`config.mk`:
```
export PLATFORM = sky130hd
export DESIGN_NAME = ipv4_ingress_header_check_top
export DESIGN_NICKNAME = d
export VERILOG_FILES = /design/src/rtl/core/ihc_pkg.sv /design/src/rtl/core/ipv4_ingress_header_check_top.sv /design/src/rtl/core/ihc_parse.sv
export SDC_FILE = /design/constraint.sdc
export NUM_CORES = 1
export LEC_CHECK = 0
export BUFFER_PORTS_ARGS = -buffer_cell sky130_fd_sc_hd__buf_2
export CELL_PAD_IN_SITES_DETAIL_PLACEMENT = 1
export CELL_PAD_IN_SITES_GLOBAL_PLACEMENT = 1
export CORE_MARGIN = 1
export CORE_UTILIZATION = 49
export DETAILED_ROUTE_END_ITERATION = 10
export GPL_TIMING_DRIVEN = 1
export PLACE_DENSITY_LB_ADDON = 0.3
export REMOVE_ABC_BUFFERS = 1
export SYNTH_ARGS = -nofsm -noshare
export SYNTH_HDL_FRONTEND = slang
export SYNTH_SLANG_ARGS = --single-unit
```
`constraint.sdc`:
```
create_clock -name clock -period 10.4 [get_ports clock]
set_input_delay 1.04 -clock clock [delete_from_list [all_inputs] [get_ports clock]]
set_output_delay 1.04 -clock clock [all_outputs]
set_load 0.01 [all_outputs]
```
`src/rtl/core/ihc_pkg.sv`:
```
// Package for the IPv4 ingress header check: request and response payload
// types, verdict codes and header constants. No dependencies.
package ihc_pkg;

   localparam logic [2:0] VERDICT_PASS     = 3'd0;
   localparam logic [2:0] VERDICT_PUNT     = 3'd1;
   localparam logic [2:0] VERDICT_OTHER    = 3'd2;
   localparam logic [2:0] VERDICT_HDRERR   = 3'd3;
   localparam logic [2:0] VERDICT_CSUMERR  = 3'd4;
   localparam logic [2:0] VERDICT_TRUNC    = 3'd5;

   localparam logic [7:0]  PROTO_OSPF      = 8'd89;
   localparam logic [15:0] SUM_GOOD        = 16'hFFFF;
   localparam logic [3:0]  IP_VERSION      = 4'd4;
   localparam logic [15:0] MIN_HDR_BYTES   = 16'd20;
   localparam logic [3:0]  MIN_IHL         = 4'd5;
   localparam logic [4:0]  IDX_TOTAL_LEN   = 5'd1;
   localparam logic [4:0]  IDX_PROTOCOL    = 5'd4;

   typedef struct packed {
      logic [15:0] header_word;
      logic        first_word;
      logic [15:0] packet_bytes;
      logic        for_other_host;
      logic        port_present;
      logic        checksum_offloaded;
   } req_type;

   typedef struct packed {
      logic [2:0]  verdict;
      logic [5:0]  header_bytes;
      logic [15:0] trim_bytes;
      logic [7:0]  protocol;
   } rsp_type;

   typedef struct packed {
      logic    valid;
      rsp_type data;
   } result_type;

endpackage

```
`src/rtl/core/ipv4_ingress_header_check_top.sv`:
```
// The block takes one 16-bit packet word per cycle, unless stalled, on the
// request channel and returns at most one verdict per packet, registered
// from the word that decides it: the first word for early drops, else the
// last header word (2*IHL-1). The ones' complement header sum and the length
// checks are one registered pass, so a request is accepted every cycle; a
// two-entry output buffer lets requests flow while a verdict waits, and
// stall is raised only when both entries are full. The punt protocol
// register resets to 89 (OSPF). Top level; depends on ihc_pkg and ihc_parse.
module ipv4_ingress_header_check_top (
   input  logic             clock,
   input  logic             reset,
   input  logic             req_valid,
   output logic             req_stall,
   input  ihc_pkg::req_type req_data,
   output logic             rsp_valid,
   input  logic             rsp_stall,
   output ihc_pkg::rsp_type rsp_data,
   input  logic             csr_valid,
   output logic             csr_ready,
   input  logic [7:0]       csr_data
);

   logic [7:0]          punt_ff;
   logic                rsp_valid_ff;
   ihc_pkg::rsp_type    rsp_ff;
   logic                skid_valid_ff;
   ihc_pkg::rsp_type    skid_ff;
   logic                req_accept;
   logic                rsp_accept;
   ihc_pkg::result_type result;

   assign csr_ready  = 1'b1;
   assign req_stall  = skid_valid_ff;
   assign req_accept = req_valid && !req_stall;
   assign rsp_valid  = rsp_valid_ff;
   assign rsp_data   = rsp_ff;
   assign rsp_accept = rsp_valid_ff && !rsp_stall;

   ihc_parse u_parse (
      .clock         (clock),
      .reset         (reset),
      .req_accept    (req_accept),
      .req           (req_data),
      .punt_protocol (punt_ff),
      .result        (result)
   );

   always_ff @(posedge clock) begin
      if (reset) begin
         punt_ff <= ihc_pkg::PROTO_OSPF;
      end else if (csr_valid && csr_ready) begin
         punt_ff <= csr_data;
      end
   end

   always_ff @(posedge clock) begin
      if (reset) begin
         rsp_valid_ff  <= 1'b0;
         skid_valid_ff <= 1'b0;
      end else if (skid_valid_ff) begin
         if (rsp_accept) begin
            rsp_ff        <= skid_ff;
            skid_valid_ff <= 1'b0;
         end
      end else if (!rsp_valid_ff || rsp_accept) begin
         rsp_valid_ff <= result.valid;
         rsp_ff       <= result.data;
      end else if (result.valid) begin
         skid_ff       <= result.data;
         skid_valid_ff <= 1'b1;
      end
   end

`ifndef SYNTH
   a_skid_behind_out: assert property (@(posedge clock) disable iff (reset)
      skid_valid_ff |-> rsp_valid_ff)
      else $error("Skid entry held without a pending response.");

   a_verdict_code: assert property (@(posedge clock) disable iff (reset)
      rsp_valid_ff |-> rsp_ff.verdict <= ihc_pkg::VERDICT_TRUNC)
      else $error("Response carries an undefined verdict code.");

   a_other_host_clean: assert property (@(posedge clock) disable iff (reset)
      (rsp_valid_ff && rsp_ff.verdict == ihc_pkg::VERDICT_OTHER) |->
      (rsp_ff.header_bytes == 6'd0 && rsp_ff.protocol == 8'd0))
      else $error("Not-for-host response carries header fields.");

   a_trim_only_on_pass: assert property (@(posedge clock) disable iff (reset)
      (rsp_valid_ff && rsp_ff.trim_bytes != 16'd0) |->
      (rsp_ff.verdict == ihc_pkg::VERDICT_PASS || rsp_ff.verdict == ihc_pkg::VERDICT_PUNT))
      else $error("Trim amount reported on a failing verdict.");
`endif

endmodule

```
`src/rtl/core/ihc_parse.sv`:
```
// Header parser for the IPv4 ingress header check: per-packet state and the
// verdict logic for each accepted request. Depends on ihc_pkg.
module ihc_parse (
   input  logic               clock,
   input  logic               reset,
   input  logic               req_accept,
   input  ihc_pkg::req_type   req,
   input  logic [7:0]         punt_protocol,
   output ihc_pkg::result_type result
);

   logic [4:0]  word_index_ff, word_index_in;
   logic        in_header_ff, in_header_in;
   logic [3:0]  ihl_words_ff, ihl_words_in;
   logic [15:0] sum_ff, sum_in;
   logic [15:0] total_length_ff, total_length_in;
   logic [15:0] packet_length_ff, packet_length_in;
   logic [7:0]  proto_ff, proto_in;
   logic        skip_ff, skip_in;

   logic [16:0] sum_full;
   logic [15:0] sum_fold;
   logic [15:0] tot_cur;
   logic [7:0]  proto_cur;
   logic [5:0]  hb_first;
   logic [5:0]  hb_stored;
   logic [5:0]  idx_next;
   logic [4:0]  last_idx;

   assign sum_full  = {1'b0, sum_ff} + {1'b0, req.header_word};
   assign sum_fold  = sum_full[15:0] + {15'd0, sum_full[16]};
   assign tot_cur   = (word_index_ff == ihc_pkg::IDX_TOTAL_LEN) ? req.header_word
                                                                : total_length_ff;
   assign proto_cur = (word_index_ff == ihc_pkg::IDX_PROTOCOL) ? req.header_word[7:0]
                                                               : proto_ff;
   assign hb_first  = {req.header_word[11:8], 2'b00};
   assign hb_stored = {ihl_words_ff, 2'b00};
   assign idx_next  = {1'b0, word_index_ff} + 6'd1;
   assign last_idx  = {ihl_words_ff, 1'b0};

   always_comb begin
      word_index_in    = word_index_ff;
      in_header_in     = in_header_ff;
      ihl_words_in     = ihl_words_ff;
      sum_in           = sum_ff;
      total_length_in  = total_length_ff;
      packet_length_in = packet_length_ff;
      proto_in         = proto_ff;
      skip_in          = skip_ff;
      result           = '0;
      if (req_accept) begin
         if (req.first_word) begin
            packet_length_in = req.packet_bytes;
            skip_in          = req.checksum_offloaded;
            in_header_in     = 1'b0;
            word_index_in    = '0;
            sum_in           = '0;
            total_length_in  = '0;
            proto_in         = '0;
            ihl_words_in     = '0;
            if (req.for_other_host || !req.port_present) begin
               result.valid        = 1'b1;
               result.data.verdict = ihc_pkg::VERDICT_OTHER;
            end else if (req.packet_bytes < ihc_pkg::MIN_HDR_BYTES) begin
               result.valid        = 1'b1;
               result.data.verdict = ihc_pkg::VERDICT_HDRERR;
            end else begin
               ihl_words_in = req.header_word[11:8];
               if (req.header_word[15:12] != ihc_pkg::IP_VERSION ||
                   req.header_word[11:8] < ihc_pkg::MIN_IHL ||
                   req.packet_bytes < {10'd0, hb_first}) begin
                  result.valid             = 1'b1;
                  result.data.verdict      = ihc_pkg::VERDICT_HDRERR;
                  result.data.header_bytes = hb_first;
               end else begin
                  sum_in        = req.header_word;
                  word_index_in = 5'd1;
                  in_header_in  = 1'b1;
               end
            end
         end else if (in_header_ff) begin
            sum_in          = sum_fold;
            total_length_in = tot_cur;
            proto_in        = proto_cur;
            if (idx_next >= {1'b0, last_idx}) begin
               in_header_in             = 1'b0;
               result.valid             = 1'b1;
               result.data.header_bytes = hb_stored;
               result.data.protocol     = proto_cur;
               if (!skip_ff && sum_fold != ihc_pkg::SUM_GOOD) begin
                  result.data.verdict = ihc_pkg::VERDICT_CSUMERR;
               end else if (packet_length_ff < tot_cur) begin
                  result.data.verdict = ihc_pkg::VERDICT_TRUNC;
               end else if (tot_cur < {10'd0, hb_stored}) begin
                  result.data.verdict = ihc_pkg::VERDICT_HDRERR;
               end else begin
                  result.data.verdict    = (proto_cur == punt_protocol) ?
                                           ihc_pkg::VERDICT_PUNT : ihc_pkg::VERDICT_PASS;
                  result.data.trim_bytes = packet_length_ff - tot_cur;
               end
            end else begin
               word_index_in = idx_next[4:0];
            end
         end
      end
   end

   always_ff @(posedge clock) begin
      if (reset) begin
         word_index_ff    <= '0;
         in_header_ff     <= 1'b0;
         ihl_words_ff     <= '0;
         sum_ff           <= '0;
         total_length_ff  <= '0;
         packet_length_ff <= '0;
         proto_ff         <= '0;
         skip_ff          <= 1'b0;
      end else begin
         word_index_ff    <= word_index_in;
         in_header_ff     <= in_header_in;
         ihl_words_ff     <= ihl_words_in;
         sum_ff           <= sum_in;
         total_length_ff  <= total_length_in;
         packet_length_ff <= packet_length_in;
         proto_ff         <= proto_in;
         skip_ff          <= skip_in;
      end
   end

endmodule

```
# Word-level counts from Yosys, hierarchy flattened
# Index checks and enable logic that the tools add are counted.
[word_totals] ff_bits=143
[classes] n_addsub=4 order_cmp=6 n_eq_ne=7 n_mux=49 n_bitwise=3 reduce_logical=20
[ops] cell="$mux W16" count=11
[ops] cell="$mux W34" count=3
[ops] cell="$mux W33" count=3
[ops] cell="$lt A16 B6 Y1" count=2
[ops] cell="$mux W5" count=5
[ops] cell="$mux W24" count=1
[ops] cell="$mux W8" count=3
[ops] cell="$mux W10" count=2
[ops] cell="$add A16 B16 Y17" count=1
[ops] cell="$add A16 B1 Y16" count=1
[ops] cell="$lt A16 B16 Y1" count=1
[ops] cell="$lt A16 B5 Y1 const B" count=1
[ops] cell="$mux W4" count=4
[ops] cell="$ne A16 B16 Y1 const B" count=1
[ops] cell="$sub A16 B16 Y16" count=1
[ops] cell="$mux W1" count=12
[ops] cell="$mux W6" count=2
[ops] cell="$mux W3" count=3
[ops] cell="$eq A8 B8 Y1" count=1
[ops] cell="$add A5 B1 Y6 const B" count=1
[ops] cell="$ge A6 B5 Y1" count=1
[ops] cell="$reduce_and A2 Y1" count=3
[ops] cell="$reduce_and A3 Y1" count=2
[ops] cell="$eq A5 B1 Y1 const B" count=1
[ops] cell="other kinds (11)" count=23

# Depth between registers and ports, before layout
[depth] word_depth=14 mapped_depth=22 depth_no_buf=21

# Hierarchy
# From an unflattened synthesis, not the netlist that was laid out.
[hier_totals] hier_cells=857 area_unflattened_um2=8411.8
[modules_own_cells] mod="ihc_parse" n_inst=1 cells_each=713 area_per_inst_um2=5560.3 seq_area_each_um2=1341.3
[modules_own_cells] mod="ipv4_ingress_header_check_top" n_inst=1 cells_each=144 area_per_inst_um2=2851.5 seq_area_each_um2=2182.1

# Least setup slack after synthesis
# OpenSTA, ideal clock, no wires.
[synth_path] path_type="input -> register" startpoint="input req_data[20] in the netlist's numbering" endpoint="register rsp_ff, in the netlist rsp_data[32] (data pin)" arrival_ps=4937 path_slack_ps=5206 cell_stages=21 n_path_buf=0 cell_sequence="ha_1 > fa_1 > a21o_1 > a211o_1 > and3_1 > o21a_1 > o21ai_0 > a21oi_1 > o21ai_0 > nand2b_1 > ha_1 > ha_1 > nand3b_1 > mux2_2 > nor2_1 > nand2b_1 > nand4b_1 > mux2_2 > a21oi_1 > a22oi_4 > a32o_1"
[synth_via] elab_chain_len=11 elab_cells_between_ends=14 cone_classes="add/sub: 2; order compare: 1; eq/ne: 1; mux: 9; reduce/logical: 1"
[synth_lines] item="start, declared" line="ipv4_ingress_header_check_top.sv:14" rtl="input ihc_pkg::req_type req_data,"
[synth_lines] item="$add A16 B16 Y17" line="ihc_parse.sv:30" rtl="assign sum_full = {1'b0, sum_ff} + {1'b0, req.header_word};"
[synth_lines] item="$add A16 B1 Y16" line="ihc_parse.sv:31" rtl="assign sum_fold = sum_full[15:0] + {15'd0, sum_full[16]};"
[synth_lines] item="$ne A16 B16 Y1" line="ihc_parse.sv:90" rtl="if (!skip_ff && sum_fold != ihc_pkg::SUM_GOOD) begin"
[synth_lines] item="$logic_and A1 B1 Y1" line="ihc_parse.sv:90"
[synth_lines] item="$mux W3 *" line="ihc_parse.sv:90"
[synth_lines] item="$mux W34 *" line="ihc_parse.sv:85" rtl="if (idx_next >= {1'b0, last_idx}) begin"
[synth_lines] item="$mux W34 *" line="ihc_parse.sv:81" rtl="end else if (in_header_ff) begin"
[synth_lines] item="$mux W10 *" line="ihc_parse.sv:52" rtl="if (req.first_word) begin"
[synth_lines] item="$mux W34 *" line="ihc_parse.sv:51" rtl="if (req_accept) begin"
[synth_lines] item="$mux W33 *" line="ipv4_ingress_header_check_top.sv:65" rtl="end else if (!rsp_valid_ff || rsp_accept) begin"
[synth_lines] item="$mux W33 *" line="ipv4_ingress_header_check_top.sv:60" rtl="end else if (skid_valid_ff) begin"
[synth_lines] item="end signal, assigned" line="ipv4_ingress_header_check_top.sv:62" rtl="rsp_ff <= skid_ff;"
[synth_lines] item="end signal, assigned" line="ipv4_ingress_header_check_top.sv:67" rtl="rsp_ff <= result.data;"
[synth_lines] item="end, declared" line="ipv4_ingress_header_check_top.sv:25" rtl="ihc_pkg::rsp_type rsp_ff;"
# Every way passes the cells marked *; elsewhere a longest branch is shown, timed or not. The select of a mux whose other input is x is not followed.
# A chain may end at the register's enable or synchronous reset.

# Worst setup path after layout
[layout_path] startpoint="input req_data[20] in the netlist's numbering" endpoint="register rsp_ff, in the netlist rsp_data[8] (data pin)"
[layout_via] elab_chain_len=11 elab_cells_between_ends=17 cone_classes="add/sub: 3; order compare: 2; eq/ne: 1; mux: 10; reduce/logical: 1"
[layout_lines] item="$add A16 B16 Y17 or $mux W16 (tied branches)" line="ihc_parse.sv:30, ihc_parse.sv:32"
[layout_lines] item="$add A16 B1 Y16 (tied with other cells)" line="ihc_parse.sv:31"
[layout_lines] item="$ne A16 B16 Y1 or $mux W16 (tied branches)" line="ihc_parse.sv:90, ihc_parse.sv:94"
[layout_lines] item="$logic_and A1 B1 Y1 or $mux W16 (tied branches)" line="ihc_parse.sv:90, ihc_parse.sv:92"
[layout_lines] item="$mux W16 *" line="ihc_parse.sv:90"
[layout_lines] item="$mux W34 *" line="ihc_parse.sv:85"
[layout_lines] item="$mux W34 *" line="ihc_parse.sv:81"
[layout_lines] item="$mux W24 *" line="ihc_parse.sv:52"
[layout_lines] item="$mux W34 *" line="ihc_parse.sv:51"
[layout_lines] item="$mux W33 *" line="ipv4_ingress_header_check_top.sv:65"
[layout_lines] item="$mux W33 *" line="ipv4_ingress_header_check_top.sv:60"
# Marks and branches as above.

==> impl_metrics.ini <==
[yosys]
ys_warn_count = 0
yosys_most_used_dff = sky130_fd_sc_hd__dfxtp_1
yosys.cell_types.count = 74
postSynthAreaPerCell_um2 = 9.02
register_bit_count_reported_by_yosys = 139
syn_area_um2 = 8320
seq_area_frac_synth_pct = 40.9
synth-async-reset-ratio_pct = 0
synth_enable_flop_cells = 62
synthCells = 922

[drt]
route.vias.total = 7308
drt_drc = 0
drt-vias-per-instance = 6.02
postRouteAntennaNets = 0
drt_wl_total_um = 24900
dr_pass1_iterations = 5
first_iter_violations = 491
avgRoutedWirePerCell_um = 20.5

[worst_setup_path]
criticalPathCategory = input pin to flop
worst_setup_path_start_kind = input pin
reg2reg_depth = 21
path_buf_inv = 1
cp_slowest_stage_delay_ps = 710
worst-r2r-setup-slack_ps = 5070
r2r-end = rsp_data[8]$_DFFE_PP_
endpoint_kind = flop
worstPathArrival_ps = 5940
path_delay_family = compound AO/OA/AOI/OAI gates
critPathSlowestCell = sky130_fd_sc_hd__a22oi_4
rr_startpoint = u_parse.sum_ff[0]$_SDFFE_PP0P_
crit_chain = buf_2 -> ha_1 -> fa_1 -> a21o_1 -> a211o_1 -> and3_1 -> o21a_1 -> o21ai_0 -> a21oi_1 -> o21ai_0 -> nand2b_1 -> ha_1 -> ha_1 -> nand3_1 -> mux2_2 -> nor2_1 -> nand2b_1 -> nor2_1 -> a31oi_1 -> a21oi_1 -> a22oi_4 -> o21ai_0
cp_data_required_time_ps = 10540
worstPathMaxFanout = 34

[min_path]
min_to = u_parse.packet_length_ff[4]$_SDFFE_PP0P_
holdPathStages = 2
worst_hold_startpoint = u_parse.packet_length_ff[4]$_SDFFE_PP0P_
timing.hold.worst.class = flop to flop

[placement]
dp.final_hpwl_um = 17400
finalWeightedCongestion = 0.909
placedCellCount = 1182
portBuffers = 81
preCtsSetupSlack_ps = 4210

[clock_network]
post_cts.resized_instances = 0
tritoncts_sink_count = 139
postCtsHoldBufs = 0
cts-htree-levels = 4
cts.path.max_buffers = 2
number_of_cts_inserted_buffers = 17
tritoncts = done
clk_pin_slew_worst_paths_ps = 60
worstSkewPairLatency_ps = 430
cts-root-buf = sky130_fd_sc_hd__clkbuf_16
post_cts_buffers = 0

[timing]
timing_hold_violations_final = 0
setup_repair_after_global_routing_missed_its_margin = false
maxSlewViolCount = 0
fin_tns_setup_ps = 0
worst_clock_skew_ps = 9.45
post-route-min-period_ps = 5800
report.final.setup_viol = 0
max_freq_ghz = 0.172
postLayoutSetupSlackWorst_ps = 4600
max_slew_margin_pct = 38.1
worst_slew_pin_slew_ps = 928
layout_worst_path_cycle_share_pct = 55.8

[run_status]
outcome = finished clean

[power]
leakage_nw = 3.82
report.power.total_w = 0.00157
p_per_area_nw_per_um2 = 165
vdd.ir_drop.worst_v = 0.000124

[cells_and_area]
antenna-diode-count = 0
layout.nets = 1080
post_route_cells_drive_above_1_share_pct = 15.2
finish.cell_count_without_fillers = 1214
mostFrequentLayoutCell = sky130_fd_sc_hd__nor2_1
final_cell_mix = sky130_fd_sc_hd__nor2_1 (117), sky130_fd_sc_hd__nand2_1 (97), sky130_fd_sc_hd__buf_2 (81), sky130_fd_sc_hd__dfxtp_1 (77), sky130_fd_sc_hd__a21oi_1 (71)
synthToLayoutAreaGrowth_pct = 14.2

[floorplanning]
floorplan.io_pins = 85
placementRows = 47
start_util_pct = 50.2
die_width_um = 132
design.core.area_um2 = 16600
die_height_um = 132
die_area_um2 = 17500

[grt]
grt_max_degree = 80
first_global_vias = 7477
antenna_found_initial = 0
first_pass_grt_wire_length_um = 40300
track_usage_pct = 29.4
globalRouteOverflowTotal = 0

[run]
maxCapViolCount = 0
[final cells by class]
cell class                 count  area, µm²
clock buffer                  18        429
clock inverter                14        208
fill                        1983       7080
inverter                      24       90.1
multi-input combinational    708       4620
sequential                   139       3400
tap                          220        275
timing repair buffer          91        480
[power by group]
group          switching (W)  internal, W
logic               0.000196     0.000112
clock network       0.000261     0.000408
registers         0.00000956     0.000587
total               0.000466      0.00111
[logic make-up after synthesis]
kind of cell | synth area share [%]
muxes | 3.78
and+or+nand+nor | 19.8
AOI/OAI and AO/OA | 18.9
adders and majority gates | 7.70
xor gates and xnor gates | 4.95
buffers and inverters | 3.88
DFF | 40.9
other | 0.0903
[synth_stat cells (7+ instances only)]
cell type                  instances  share of area [%]
sky130_fd_sc_hd__a22oi_1          15                1.4
sky130_fd_sc_hd__o21ai_0          32                1.9
sky130_fd_sc_hd__nand2_1          97                4.4
sky130_fd_sc_hd__nor2b_1          13               0.98
sky130_fd_sc_hd__and3_1            8               0.60
sky130_fd_sc_hd__nor3_1           26                1.6
sky130_fd_sc_hd__edfxtp_1         62                 22
sky130_fd_sc_hd__a21oi_1          71                4.3
sky130_fd_sc_hd__o21ai_1          17                1.0
sky130_fd_sc_hd__dfxtp_1          77                 19
sky130_fd_sc_hd__a211o_1          10                1.1
sky130_fd_sc_hd__a21o_1           22                2.0
sky130_fd_sc_hd__nor2_1          117                5.3
sky130_fd_sc_hd__xnor2_1          23                2.4
sky130_fd_sc_hd__nand2b_1         10               0.75
sky130_fd_sc_hd__mux2i_1          28                3.4
sky130_fd_sc_hd__a221oi_1          8               0.84
sky130_fd_sc_hd__nand4_1          11               0.83
sky130_fd_sc_hd__inv_1            24                1.1
sky130_fd_sc_hd__o21a_1            9               0.81
sky130_fd_sc_hd__clkbuf_1         41                1.9
sky130_fd_sc_hd__a211oi_1          7               0.63
sky130_fd_sc_hd__ha_1             48                7.2
sky130_fd_sc_hd__xor2_1           24                2.5
sky130_fd_sc_hd__nand3_1          20                1.2
[worst max-delay path by stage]
| stage | from | to | slack [ps] | depth (start not counted) |
|---|---|---|---|---|
| 2_1_floorplan | u_parse.word_index_ff[0]$_SDFFE_PP0P_ | rsp_data[8]$_DFFE_PP_ | 4460 | 13 |
| 3_3_place_gp | req_data[20] | rsp_data[8]$_DFFE_PP_ | 4340 | 22 |
| 3_5_place_dp | req_data[20] | rsp_data[8]$_DFFE_PP_ | 4210 | 22 |
| 4_1_cts | req_data[20] | rsp_data[8]$_DFFE_PP_ | 4670 | 22 |
| 5_1_grt | req_data[29] | rsp_data[8]$_DFFE_PP_ | 4210 | 20 |
| 6_report | req_data[20] | rsp_data[8]$_DFFE_PP_ | 4600 | 22 |
[stage by stage]
step	util [%]	instance area, µm²	hold slack (ps)
after floorplan	-	8090	430
after global placement	53.5	8860	448
after CTS	57.3	9500	468
after global routing	57.3	9500	491
after detailed placement	53.5	8860	457
final	57.3	9500	465
[sequential cells by signal (all words and copies together), names as in the netlist, 5 cells and up]
signal,count
u_parse.total_length_ff,16
skid_ff,31
u_parse.packet_length_ff,16
punt_ff,8
u_parse.word_index_ff,5
rsp_data,31
u_parse.sum_ff,16
u_parse.proto_ff,8
[metal layers]
metal / share of wire, % / wire length, µm / GRT usage, % / vias up
met1: 45 / 11300 / 39.0 / 3603
met5: 0 / 0 / 0 / -
met2: 48 / 11900 / 48.4 / 210
li1: - / - / - / 3450
met4: 2.5 / 627 / 10.9 / 0
met3: 4.4 / 1100 / 4.61 / 45
[worst reg2reg max path, cell delays in order, from the launching register on]
cell and delay [ps]:
sky130_fd_sc_hd__dfxtp_1 320, sky130_fd_sc_hd__ha_1 230, sky130_fd_sc_hd__fa_1 440, sky130_fd_sc_hd__a21o_1 250, sky130_fd_sc_hd__a211o_1 310, sky130_fd_sc_hd__and3_1 230
sky130_fd_sc_hd__o21a_1 220, sky130_fd_sc_hd__o21ai_0 170, sky130_fd_sc_hd__a21oi_1 90, sky130_fd_sc_hd__o21ai_0 160, sky130_fd_sc_hd__nand2b_1 110, sky130_fd_sc_hd__ha_1 260
sky130_fd_sc_hd__ha_1 240, sky130_fd_sc_hd__nand3_1 90, sky130_fd_sc_hd__mux2_2 210, sky130_fd_sc_hd__nor2_1 100, sky130_fd_sc_hd__nand2b_1 180, sky130_fd_sc_hd__nor2_1 60
sky130_fd_sc_hd__a31oi_1 290, sky130_fd_sc_hd__a21oi_1 160, sky130_fd_sc_hd__a22oi_4 710, sky130_fd_sc_hd__o21ai_0 220
(Power assumes the default switching activity.)
